==> src/hw/rtl/sha256_pkg.sv <==
// ----------------------------------------------------------------------------
// sha256_pkg
// Shared types, constants and helper functions for the SHA-256 hasher.
// ----------------------------------------------------------------------------
package sha256_pkg;

    // sequencer states
    typedef enum logic [2:0] {
        ST_IDLE,
        ST_ROUND,
        ST_ADD,
        ST_PAD,
        ST_OUT
    } state_t;

    // sequencer to datapath controls
    typedef struct packed {
        logic       push;        // shift one byte into the block register
        logic [7:0] push_data;   // byte to shift in
        logic       load;        // copy chain words into working words
        logic       rnd;         // run one compression round
        logic [5:0] rnd_idx;     // round number
        logic       add;         // fold working words into chain words
        logic       init;        // restore initial hash values
        logic [2:0] out_idx;     // chain word shown on the output
    } sha256_ctl_t;

    localparam logic [7:0] PAD_MARK = 8'h80;
    localparam logic [5:0] LEN_POS  = 6'd56;
    localparam logic [5:0] FILL_TOP = 6'd63;
    localparam logic [5:0] RND_TOP  = 6'd63;
    localparam logic [3:0] LEN_DONE = 4'd8;
    localparam logic [2:0] WORD_TOP = 3'd7;

    localparam logic [31:0] INIT_H [8] = '{
        32'h6a09e667, 32'hbb67ae85, 32'h3c6ef372, 32'ha54ff53a,
        32'h510e527f, 32'h9b05688c, 32'h1f83d9ab, 32'h5be0cd19
    };

    localparam logic [31:0] ROUND_K [64] = '{
        32'h428a2f98, 32'h71374491, 32'hb5c0fbcf, 32'he9b5dba5,
        32'h3956c25b, 32'h59f111f1, 32'h923f82a4, 32'hab1c5ed5,
        32'hd807aa98, 32'h12835b01, 32'h243185be, 32'h550c7dc3,
        32'h72be5d74, 32'h80deb1fe, 32'h9bdc06a7, 32'hc19bf174,
        32'he49b69c1, 32'hefbe4786, 32'h0fc19dc6, 32'h240ca1cc,
        32'h2de92c6f, 32'h4a7484aa, 32'h5cb0a9dc, 32'h76f988da,
        32'h983e5152, 32'ha831c66d, 32'hb00327c8, 32'hbf597fc7,
        32'hc6e00bf3, 32'hd5a79147, 32'h06ca6351, 32'h14292967,
        32'h27b70a85, 32'h2e1b2138, 32'h4d2c6dfc, 32'h53380d13,
        32'h650a7354, 32'h766a0abb, 32'h81c2c92e, 32'h92722c85,
        32'ha2bfe8a1, 32'ha81a664b, 32'hc24b8b70, 32'hc76c51a3,
        32'hd192e819, 32'hd6990624, 32'hf40e3585, 32'h106aa070,
        32'h19a4c116, 32'h1e376c08, 32'h2748774c, 32'h34b0bcb5,
        32'h391c0cb3, 32'h4ed8aa4a, 32'h5b9cca4f, 32'h682e6ff3,
        32'h748f82ee, 32'h78a5636f, 32'h84c87814, 32'h8cc70208,
        32'h90befffa, 32'ha4506ceb, 32'hbef9a3f7, 32'hc67178f2
    };

    function automatic logic [31:0] rotr(input logic [31:0] v, input int s);
        rotr = (v >> s) | (v << (32 - s));
    endfunction

    function automatic logic [31:0] big_sigma0(input logic [31:0] v);
        big_sigma0 = rotr(v, 2) ^ rotr(v, 13) ^ rotr(v, 22);
    endfunction

    function automatic logic [31:0] big_sigma1(input logic [31:0] v);
        big_sigma1 = rotr(v, 6) ^ rotr(v, 11) ^ rotr(v, 25);
    endfunction

    function automatic logic [31:0] small_sigma0(input logic [31:0] v);
        small_sigma0 = rotr(v, 7) ^ rotr(v, 18) ^ (v >> 3);
    endfunction

    function automatic logic [31:0] small_sigma1(input logic [31:0] v);
        small_sigma1 = rotr(v, 17) ^ rotr(v, 19) ^ (v >> 10);
    endfunction

endpackage

==> src/hw/rtl/sha256_sched.sv <==
// ----------------------------------------------------------------------------
// sha256_sched
// Block register and message schedule: bytes shift in during gathering, then
// the same sixteen words roll once per round to expand the schedule.
// ----------------------------------------------------------------------------
module sha256_sched (
    input  logic                     clk,
    input  sha256_pkg::sha256_ctl_t  ctl,
    output logic [31:0]              w_cur
);
    import sha256_pkg::*;

    logic [31:0] w_reg  [16];
    logic [31:0] w_next [16];
    logic [31:0] w_new;

    // next schedule word from fixed taps
    assign w_new = small_sigma1(w_reg[14]) + w_reg[9] + small_sigma0(w_reg[1]) + w_reg[0];
    assign w_cur = w_reg[0];

    // byte shift while gathering, word shift while rounds run
    always_comb
    begin
        for (int i = 0; i < 16; i++)
        begin
            w_next[i] = w_reg[i];
        end
        if (ctl.push)
        begin
            for (int i = 0; i < 15; i++)
            begin
                w_next[i] = {w_reg[i][23:0], w_reg[i+1][31:24]};
            end
            w_next[15] = {w_reg[15][23:0], ctl.push_data};
        end
        else if (ctl.rnd)
        begin
            for (int i = 0; i < 15; i++)
            begin
                w_next[i] = w_reg[i+1];
            end
            w_next[15] = w_new;
        end
    end

    always_ff @(posedge clk)
    begin
        for (int i = 0; i < 16; i++)
        begin
            w_reg[i] <= w_next[i];
        end
    end

endmodule

==> src/hw/rtl/sha256_round.sv <==
// ----------------------------------------------------------------------------
// sha256_round
// Shared compression round unit with working words a..h and chain words.
// ----------------------------------------------------------------------------
module sha256_round (
    input  logic                     clk,
    input  logic                     rst_n,
    input  sha256_pkg::sha256_ctl_t  ctl,
    input  logic [31:0]              w_cur,
    output logic [31:0]              digest_word
);
    import sha256_pkg::*;

    logic [31:0] v_reg  [8];
    logic [31:0] v_next [8];
    logic [31:0] h_reg  [8];
    logic [31:0] h_next [8];
    logic [31:0] t1;
    logic [31:0] t2;
    logic [31:0] chs;
    logic [31:0] mj;

    // round function
    assign chs = (v_reg[4] & v_reg[5]) ^ (~v_reg[4] & v_reg[6]);
    assign mj  = (v_reg[0] & v_reg[1]) ^ (v_reg[0] & v_reg[2]) ^ (v_reg[1] & v_reg[2]);
    assign t1  = v_reg[7] + big_sigma1(v_reg[4]) + chs + ROUND_K[ctl.rnd_idx] + w_cur;
    assign t2  = big_sigma0(v_reg[0]) + mj;

    // working word update
    always_comb
    begin
        for (int i = 0; i < 8; i++)
        begin
            v_next[i] = v_reg[i];
        end
        if (ctl.load)
        begin
            for (int i = 0; i < 8; i++)
            begin
                v_next[i] = h_reg[i];
            end
        end
        else if (ctl.rnd)
        begin
            v_next[7] = v_reg[6];
            v_next[6] = v_reg[5];
            v_next[5] = v_reg[4];
            v_next[4] = v_reg[3] + t1;
            v_next[3] = v_reg[2];
            v_next[2] = v_reg[1];
            v_next[1] = v_reg[0];
            v_next[0] = t1 + t2;
        end
    end

    // chain word update
    always_comb
    begin
        for (int i = 0; i < 8; i++)
        begin
            h_next[i] = h_reg[i];
        end
        if (ctl.init)
        begin
            for (int i = 0; i < 8; i++)
            begin
                h_next[i] = INIT_H[i];
            end
        end
        else if (ctl.add)
        begin
            for (int i = 0; i < 8; i++)
            begin
                h_next[i] = h_reg[i] + v_reg[i];
            end
        end
    end

    always_ff @(posedge clk)
    begin
        for (int i = 0; i < 8; i++)
        begin
            v_reg[i] <= v_next[i];
        end
    end

    always_ff @(posedge clk or negedge rst_n)
    begin
        if (!rst_n)
        begin
            for (int i = 0; i < 8; i++)
            begin
                h_reg[i] <= INIT_H[i];
            end
        end
        else
        begin
            for (int i = 0; i < 8; i++)
            begin
                h_reg[i] <= h_next[i];
            end
        end
    end

    assign digest_word = h_reg[ctl.out_idx];

endmodule

==> src/hw/rtl/sha256_ctrl.sv <==
// ----------------------------------------------------------------------------
// sha256_ctrl
// Sequencer: byte intake, padding, round counting and digest readout.
// ----------------------------------------------------------------------------
module sha256_ctrl (
    input  logic                     clk,
    input  logic                     rst_n,
    input  logic                     in_valid,
    output logic                     in_ready,
    input  logic [7:0]               in_byte,
    input  logic                     in_byte_valid,
    input  logic                     in_last,
    output logic                     out_valid,
    input  logic                     out_ready,
    output logic [2:0]               out_index,
    output logic                     out_last,
    output sha256_pkg::sha256_ctl_t  ctl
);
    import sha256_pkg::*;

    state_t      state_reg, state_next;
    logic [5:0]  fill_reg, fill_next;
    logic [63:0] bit_length_reg, bit_length_next;
    logic        pad_active_reg, pad_active_next;
    logic        mark_done_reg, mark_done_next;
    logic [3:0]  len_idx_reg, len_idx_next;
    logic [5:0]  rnd_cnt_reg, rnd_cnt_next;
    logic [2:0]  out_idx_reg, out_idx_next;

    logic        in_fire;
    logic        out_fire;
    logic        len_phase;
    logic [7:0]  pad_data;
    logic        finish;

    assign in_fire  = in_valid && in_ready;
    assign out_fire = out_valid && out_ready;
    assign finish   = out_fire && (out_idx_reg == WORD_TOP);

    // padding byte: marker, zeros up to the length field, then length big-endian
    assign len_phase = mark_done_reg && ((len_idx_reg != 4'd0) || (fill_reg == LEN_POS));
    always_comb
    begin
        if (!mark_done_reg)
        begin
            pad_data = PAD_MARK;
        end
        else if (len_phase)
        begin
            pad_data = bit_length_reg[(6'd56 - {len_idx_reg[2:0], 3'b000}) +: 8];
        end
        else
        begin
            pad_data = 8'h00;
        end
    end

    // next state
    always_comb
    begin
        state_next = state_reg;
        unique case (state_reg)
            ST_IDLE:
            begin
                if (in_fire)
                begin
                    if (in_byte_valid && (fill_reg == FILL_TOP))
                    begin
                        state_next = ST_ROUND;
                    end
                    else if (in_last)
                    begin
                        state_next = ST_PAD;
                    end
                end
            end
            ST_PAD:
            begin
                if (fill_reg == FILL_TOP)
                begin
                    state_next = ST_ROUND;
                end
            end
            ST_ROUND:
            begin
                if (rnd_cnt_reg == RND_TOP)
                begin
                    state_next = ST_ADD;
                end
            end
            ST_ADD:
            begin
                if (!pad_active_reg)
                begin
                    state_next = ST_IDLE;
                end
                else if (len_idx_reg == LEN_DONE)
                begin
                    state_next = ST_OUT;
                end
                else
                begin
                    state_next = ST_PAD;
                end
            end
            ST_OUT:
            begin
                if (finish)
                begin
                    state_next = ST_IDLE;
                end
            end
            default:
            begin
                state_next = ST_IDLE;
            end
        endcase
    end

    // datapath controls and handshakes
    always_comb
    begin
        in_ready      = 1'b0;
        out_valid     = 1'b0;
        ctl.push      = 1'b0;
        ctl.push_data = in_byte;
        ctl.load      = 1'b0;
        ctl.rnd       = 1'b0;
        ctl.rnd_idx   = rnd_cnt_reg;
        ctl.add       = 1'b0;
        ctl.init      = 1'b0;
        ctl.out_idx   = out_idx_reg;
        unique case (state_reg)
            ST_IDLE:
            begin
                in_ready = 1'b1;
                if (in_fire && in_byte_valid)
                begin
                    ctl.push = 1'b1;
                    ctl.load = (fill_reg == FILL_TOP);
                end
            end
            ST_PAD:
            begin
                ctl.push      = 1'b1;
                ctl.push_data = pad_data;
                ctl.load      = (fill_reg == FILL_TOP);
            end
            ST_ROUND:
            begin
                ctl.rnd = 1'b1;
            end
            ST_ADD:
            begin
                ctl.add = 1'b1;
            end
            ST_OUT:
            begin
                out_valid = 1'b1;
                ctl.init  = finish;
            end
            default:
            begin
                in_ready = 1'b0;
            end
        endcase
    end

    assign out_index = out_idx_reg;
    assign out_last  = (out_idx_reg == WORD_TOP);

    // counters and message bookkeeping
    always_comb
    begin
        fill_next       = fill_reg;
        bit_length_next = bit_length_reg;
        pad_active_next = pad_active_reg;
        mark_done_next  = mark_done_reg;
        len_idx_next    = len_idx_reg;
        rnd_cnt_next    = rnd_cnt_reg;
        out_idx_next    = out_idx_reg;
        if (ctl.push)
        begin
            fill_next = fill_reg + 6'd1;
        end
        if ((state_reg == ST_IDLE) && in_fire)
        begin
            if (in_byte_valid)
            begin
                bit_length_next = bit_length_reg + 64'd8;
            end
            if (in_last)
            begin
                pad_active_next = 1'b1;
            end
        end
        if (state_reg == ST_PAD)
        begin
            mark_done_next = 1'b1;
            if (len_phase)
            begin
                len_idx_next = len_idx_reg + 4'd1;
            end
        end
        if (ctl.rnd)
        begin
            rnd_cnt_next = rnd_cnt_reg + 6'd1;
        end
        if (out_fire)
        begin
            out_idx_next = out_idx_reg + 3'd1;
        end
        if (finish)
        begin
            bit_length_next = 64'd0;
            pad_active_next = 1'b0;
            mark_done_next  = 1'b0;
            len_idx_next    = 4'd0;
        end
    end

    always_ff @(posedge clk or negedge rst_n)
    begin
        if (!rst_n)
        begin
            state_reg      <= ST_IDLE;
            fill_reg       <= 6'd0;
            bit_length_reg <= 64'd0;
            pad_active_reg <= 1'b0;
            mark_done_reg  <= 1'b0;
            len_idx_reg    <= 4'd0;
            rnd_cnt_reg    <= 6'd0;
            out_idx_reg    <= 3'd0;
        end
        else
        begin
            state_reg      <= state_next;
            fill_reg       <= fill_next;
            bit_length_reg <= bit_length_next;
            pad_active_reg <= pad_active_next;
            mark_done_reg  <= mark_done_next;
            len_idx_reg    <= len_idx_next;
            rnd_cnt_reg    <= rnd_cnt_next;
            out_idx_reg    <= out_idx_next;
        end
    end

endmodule

==> src/hw/rtl/sha256_hasher.sv <==
// ----------------------------------------------------------------------------
// sha256_hasher
// SHA-256 over a byte stream; emits the eight digest words after the last beat.
// ----------------------------------------------------------------------------
// Throughput: one byte beat per cycle while a block fills; each full 64-byte
//   block then holds the input while the single shared round unit runs the
//   rounds and one chain update follows.
// Finish: after the last beat, padding feeds one byte per cycle (at most 72
//   bytes over two final blocks), each full block passing through the rounds
//   and a chain update before the 8 output beats are shown one by one.
// Reset: rst_n clears the sequencer and loads the initial hash values at once.
module sha256_hasher (
    input  logic        clk,
    input  logic        rst_n,
    input  logic        s_tvalid,
    output logic        s_tready,
    input  logic [7:0]  s_tdata,    // [7:0] data_byte
    input  logic        s_tuser,    // [0] byte_valid
    input  logic        s_tlast,    // last
    output logic        m_tvalid,
    input  logic        m_tready,
    output logic [31:0] m_tdata,    // [31:0] digest_word
    output logic [2:0]  m_tuser,    // [2:0] word_index
    output logic        m_tlast     // last_word
);
    import sha256_pkg::*;

    sha256_ctl_t ctl;
    logic [31:0] w_cur;

    // sequencer
    sha256_ctrl u_ctrl (
        .clk           (clk),
        .rst_n         (rst_n),
        .in_valid      (s_tvalid),
        .in_ready      (s_tready),
        .in_byte       (s_tdata),
        .in_byte_valid (s_tuser),
        .in_last       (s_tlast),
        .out_valid     (m_tvalid),
        .out_ready     (m_tready),
        .out_index     (m_tuser),
        .out_last      (m_tlast),
        .ctl           (ctl)
    );

    // block register and schedule
    sha256_sched u_sched (
        .clk   (clk),
        .ctl   (ctl),
        .w_cur (w_cur)
    );

    // round unit and chain words
    sha256_round u_round (
        .clk         (clk),
        .rst_n       (rst_n),
        .ctl         (ctl),
        .w_cur       (w_cur),
        .digest_word (m_tdata)
    );

endmodule
==> config.mk <==
export PLATFORM = sky130hd
export DESIGN_NAME = sha256_hasher
export DESIGN_NICKNAME = d
export VERILOG_FILES = /design/src/hw/rtl/sha256_pkg.sv /design/src/hw/rtl/sha256_sched.sv /design/src/hw/rtl/sha256_round.sv /design/src/hw/rtl/sha256_ctrl.sv /design/src/hw/rtl/sha256_hasher.sv
export SDC_FILE = /design/constraint.sdc
export NUM_CORES = 2
export LEC_CHECK = 0
export CORE_UTILIZATION = 45
export DETAILED_ROUTE_END_ITERATION = 6
export DONT_BUFFER_PORTS = 1
export PLACE_DENSITY = 0.6
export SLEW_MARGIN = 20
export SYNTH_ARGS = -nofsm -noshare
export SYNTH_HDL_FRONTEND = slang
export SYNTH_SLANG_ARGS = --single-unit
export TNS_END_PERCENT = 30
==> constraint.sdc <==
create_clock -name clk -period 12.6 [get_ports clk]
set_clock_uncertainty 0.1 [all_clocks]
set_input_delay 1.26 -clock clk [delete_from_list [all_inputs] [get_ports clk]]
set_output_delay 1.26 -clock clk [all_outputs]
set_load 0.03 [all_outputs]
==> summary.md <==
| Metric | Value |
|---|---|
| Clock tree from TritonCTS | `done` |
| Area fraction of the dominant cell type after synthesis | `30.5%` |
| Most numerous cell on the critical path | `sky130_fd_sc_hd__fa_1` |
| Starting density of the core | `45.3%` |
| Cell with the biggest individual delay on the critical path | `sky130_fd_sc_hd__dfrtp_1` |
| Mean instance size in the synthesized netlist | `9.22 um2` |
| Worst Path Class, Setup | `reg -> reg` |
| Library cells used by synthesis | `105` |
| Critical Path AT | `10.94 ns` |
| Antenna cell count | `0` |
| Final Wtd Congestion | `0.976` |
| Layout Nets | `8540` |
| Worst setup startpoint | `u_ctrl.rnd_cnt_reg[0]$_DFFE_PN0P_` |
| Count of flip-flops with a built-in enable after synthesis | `768` |
| Top-Level Pins | `52` |
| Syn Inst Count | `8197` |
| Worst rel slew slack | `20.5%` |
| Largest stage delay on the critical path | `0.80 ns` |
| Top_reg_cell synth | `sky130_fd_sc_hd__edfxtp_1` |
| Crit path launch type | `register` |
| Number of rows in the core area | `150` |
| Pin count of the biggest net entering global routing | `342` |
| Total via count after detailed routing | `59240` |
| Final critical delay including setup and external delays | `10.54 ns` |
| Largest register FFs | `512` |
| Synth top area cells | `sky130_fd_sc_hd__edfxtp_1 (31%), sky130_fd_sc_hd__nand2_1 (12%), sky130_fd_sc_hd__dfrtp_1 (6.8%), sky130_fd_sc_hd__ha_1 (6.6%), sky130_fd_sc_hd__fa_1 (5.2%)` |
| Placed wire-length estimate | `172000 um` |
| Port bufs | `0` |
| # Post-CTS Setup Buffers | `0` |
| Clock net sink count | `1109` |
| First-pass detailed-route iteration total | `6` |
| Overall routing resource usage | `28.0%` |
| Period Utilization, post-route | `83.7%` |
| Cell accounting for the most synthesized area | `sky130_fd_sc_hd__edfxtp_1` |
| Vias in the first global route | `56906` |
| First-pass GRT wire length | `361000 um` |
| # resized after CTS | `0` |
| Maximum buffer depth of the clock tree | `3` |
| Unrepaired setup endpoints after global routing | `false` |
| Share of synthesized area occupied by flip-flops and latches | `42.0%` |
| H-Tree Depth | `4` |
| Layout cells sized above 1 | `7.67%` |
| Hold-fix buffers at CTS | `0` |
| Skew-Pair Late Insertion Delay | `0.82 ns` |
| Reg-to-Reg Start | `u_ctrl.rnd_cnt_reg[0]$_DFFE_PN0P_` |
| Overall die width | `412 um` |
| Core Footprint | `167000 um2` |
| Clock Root Buffer | `sky130_fd_sc_hd__clkbuf_16` |
| Post-Layout Inst Area | `81600 um2` |
| Crit end category | `register` |
| Leading cell types in the layout, fill and taps excluded | `sky130_fd_sc_hd__nand2_1 (2385), sky130_fd_sc_hd__edfxtp_1 (768), sky130_fd_sc_hd__a21oi_1 (512), sky130_fd_sc_hd__o21ai_0 (444), sky130_fd_sc_hd__xnor2_1 (399)` |
| Post-synthesis async set-or-reset flop share | `30.7%` |
| Final Util | `48.9%` |
| Number of setup violations in the final report | `0` |
| Number of antenna violations at the first check in global routing | `3` |
| Wire length per cell after detailed routing | `23.4 um` |
| Clock transition at the register clock pins on the worst setup and hold paths after CTS | `0.06 ns` |
| Total clock buffers created by CTS | `134` |
| Pins over their slew limit | `0` |
| Most common library cell in the layout ignoring fill and taps | `sky130_fd_sc_hd__nand2_1` |
| Worst min path class | `in -> async` |
| Syn Nets | `8803` |
| GR Overflow Total | `0` |
| Register bit count reported by yosys | `1109` |
| Final antenna-violating net count | `0` |
| Final sum of negative setup slack | `0 ns` |
| Filler cell count | `15704` |
| Die span in y | `412 um` |
| Status | `finished, final reports clean` |
| Cell area after technology mapping | `75500 um2` |
| Max capacitance violation total | `0` |
| Average vias per placed instance | `5.78` |
| Remaining design rule violation count | `0` |
| Biggest fanout along the worst timing path | `19` |
| Area enclosed by the die boundary | `170000 um2` |
| Crit path required time | `13.00 ns` |
| Cell area after placement | `77200 um2` |
| Top achievable clock speed | `94.8 MHz` |
| Worst slew pin tran | `1.19 ns` |
| Area growth from synthesis to layout | `8.08%` |
| Count of endpoints failing hold in the final timing report | `0` |
| Synth Warn # | `0` |
| Final wirelength | `240000 um` |
| Internal reg-to-reg setup slack | `2.06 ns` |
| Drt initial violations | `5895` |
[cell usage after synthesis, types with 12 or more instances]
cell type                  count
sky130_fd_sc_hd__a211o_1      15
sky130_fd_sc_hd__a211oi_1     51
sky130_fd_sc_hd__a21o_1      154
sky130_fd_sc_hd__a21oi_1     513
sky130_fd_sc_hd__a31o_2       12
sky130_fd_sc_hd__a31oi_1      53
sky130_fd_sc_hd__and2_1       20
sky130_fd_sc_hd__and3_1       32
sky130_fd_sc_hd__buf_1        33
sky130_fd_sc_hd__clkbuf_1    426
sky130_fd_sc_hd__dfrtp_1     205
sky130_fd_sc_hd__dfstp_2     136
sky130_fd_sc_hd__edfxtp_1    768
sky130_fd_sc_hd__fa_1        195
sky130_fd_sc_hd__ha_1        397
sky130_fd_sc_hd__inv_1       283
sky130_fd_sc_hd__maj3_1       23
sky130_fd_sc_hd__mux2_2       69
sky130_fd_sc_hd__mux2i_1      19
sky130_fd_sc_hd__mux4_2       81
sky130_fd_sc_hd__nand2_1    2390
sky130_fd_sc_hd__nand2b_1     79
sky130_fd_sc_hd__nand3_1     144
sky130_fd_sc_hd__nand4_1      29
sky130_fd_sc_hd__nor2_1      374
sky130_fd_sc_hd__nor2b_1      32
sky130_fd_sc_hd__nor3_1      109
sky130_fd_sc_hd__nor3b_1      12
sky130_fd_sc_hd__nor4_1       14
sky130_fd_sc_hd__o211ai_1     37
sky130_fd_sc_hd__o21a_1       53
sky130_fd_sc_hd__o21ai_0     444
sky130_fd_sc_hd__o21bai_1     56
sky130_fd_sc_hd__o22ai_1      14
sky130_fd_sc_hd__o31ai_1      32
sky130_fd_sc_hd__or2_2        15
sky130_fd_sc_hd__or3_1        49
sky130_fd_sc_hd__xnor2_1     399
sky130_fd_sc_hd__xor2_1      234
[layer usage]
layer,GRT usage (%),wire (um),up-vias
li1,-,-,27685
met1,39.5,106000,29245
met2,44.0,110000,1971
met3,4.74,16900,333
met4,8.15,6690,6
met5,0.650,179,-
[worst paths after layout]
| check | end | depth (start not counted) |
|---|---|---|
| max in group asynchronous | u_ctrl.bit_length_reg[26]$_DFFE_PN0P_ | 0 |
| min in group clk | u_ctrl.fill_reg[5]$_DFFE_PN0P_ | 1 |
| worst min register to register | u_ctrl.fill_reg[5]$_DFFE_PN0P_ | 1 |
| worst max-delay path | u_round.v_reg[0][30]$_DFFE_PP_ | 34 |
| worst max register to register | u_round.v_reg[0][30]$_DFFE_PP_ | 34 |
| worst min-delay path | u_round.h_reg[162]$_DFFE_PN0P_ | 0 |
[stage by stage]
step | instances | hold WS, ns | worst slack (ns)
after floorplan | 8197 | 0.334 | 3.51
after global placement | 10002 | 0.351 | 2.32
after detailed placement | 10002 | 0.353 | 2.21
after CTS | 10248 | 0.0248 | 2.17
after global routing | 10248 | 0.0340 | 1.55
final | 10248 | 0.0774 | 2.06
[logic make-up after synthesis]
family          share of synthesized area, %
compound gates                          12.9
xor+xnor                                7.34
fa+ha+maj                               12.0
buf+inv                                 3.75
flops                                   42.0
mux                                     3.70
simple gates                            18.3
[critical path, delay by kind of cell, from the launching register on]
family	cells	cell delay, ns
compound gates	14	3.28
xor+xnor	2	0.49
fa+ha+maj	8	3.45
buf+inv	3	0.49
flops	1	0.80
simple gates	7	1.63
[cell type report]
| class | instances | area, um2 | area share, % |
|---|---|---|---|
| Multi-Input combinational cell | 6338 | 41000 | 50.3 |
| Sequential cell | 1109 | 31800 | 38.9 |
| Clock inverter | 66 | 866 | 1.06 |
| Clock buffer | 180 | 3590 | 4.39 |
| Timing Repair Buffer | 66 | 546 | 0.668 |
| Inverter | 285 | 1070 | 1.31 |
| Tap cell | 2204 | 2760 | 3.38 |
Power is not shown: default switching activity piles up to over one toggle a cycle in this logic, so the estimate is an artifact.
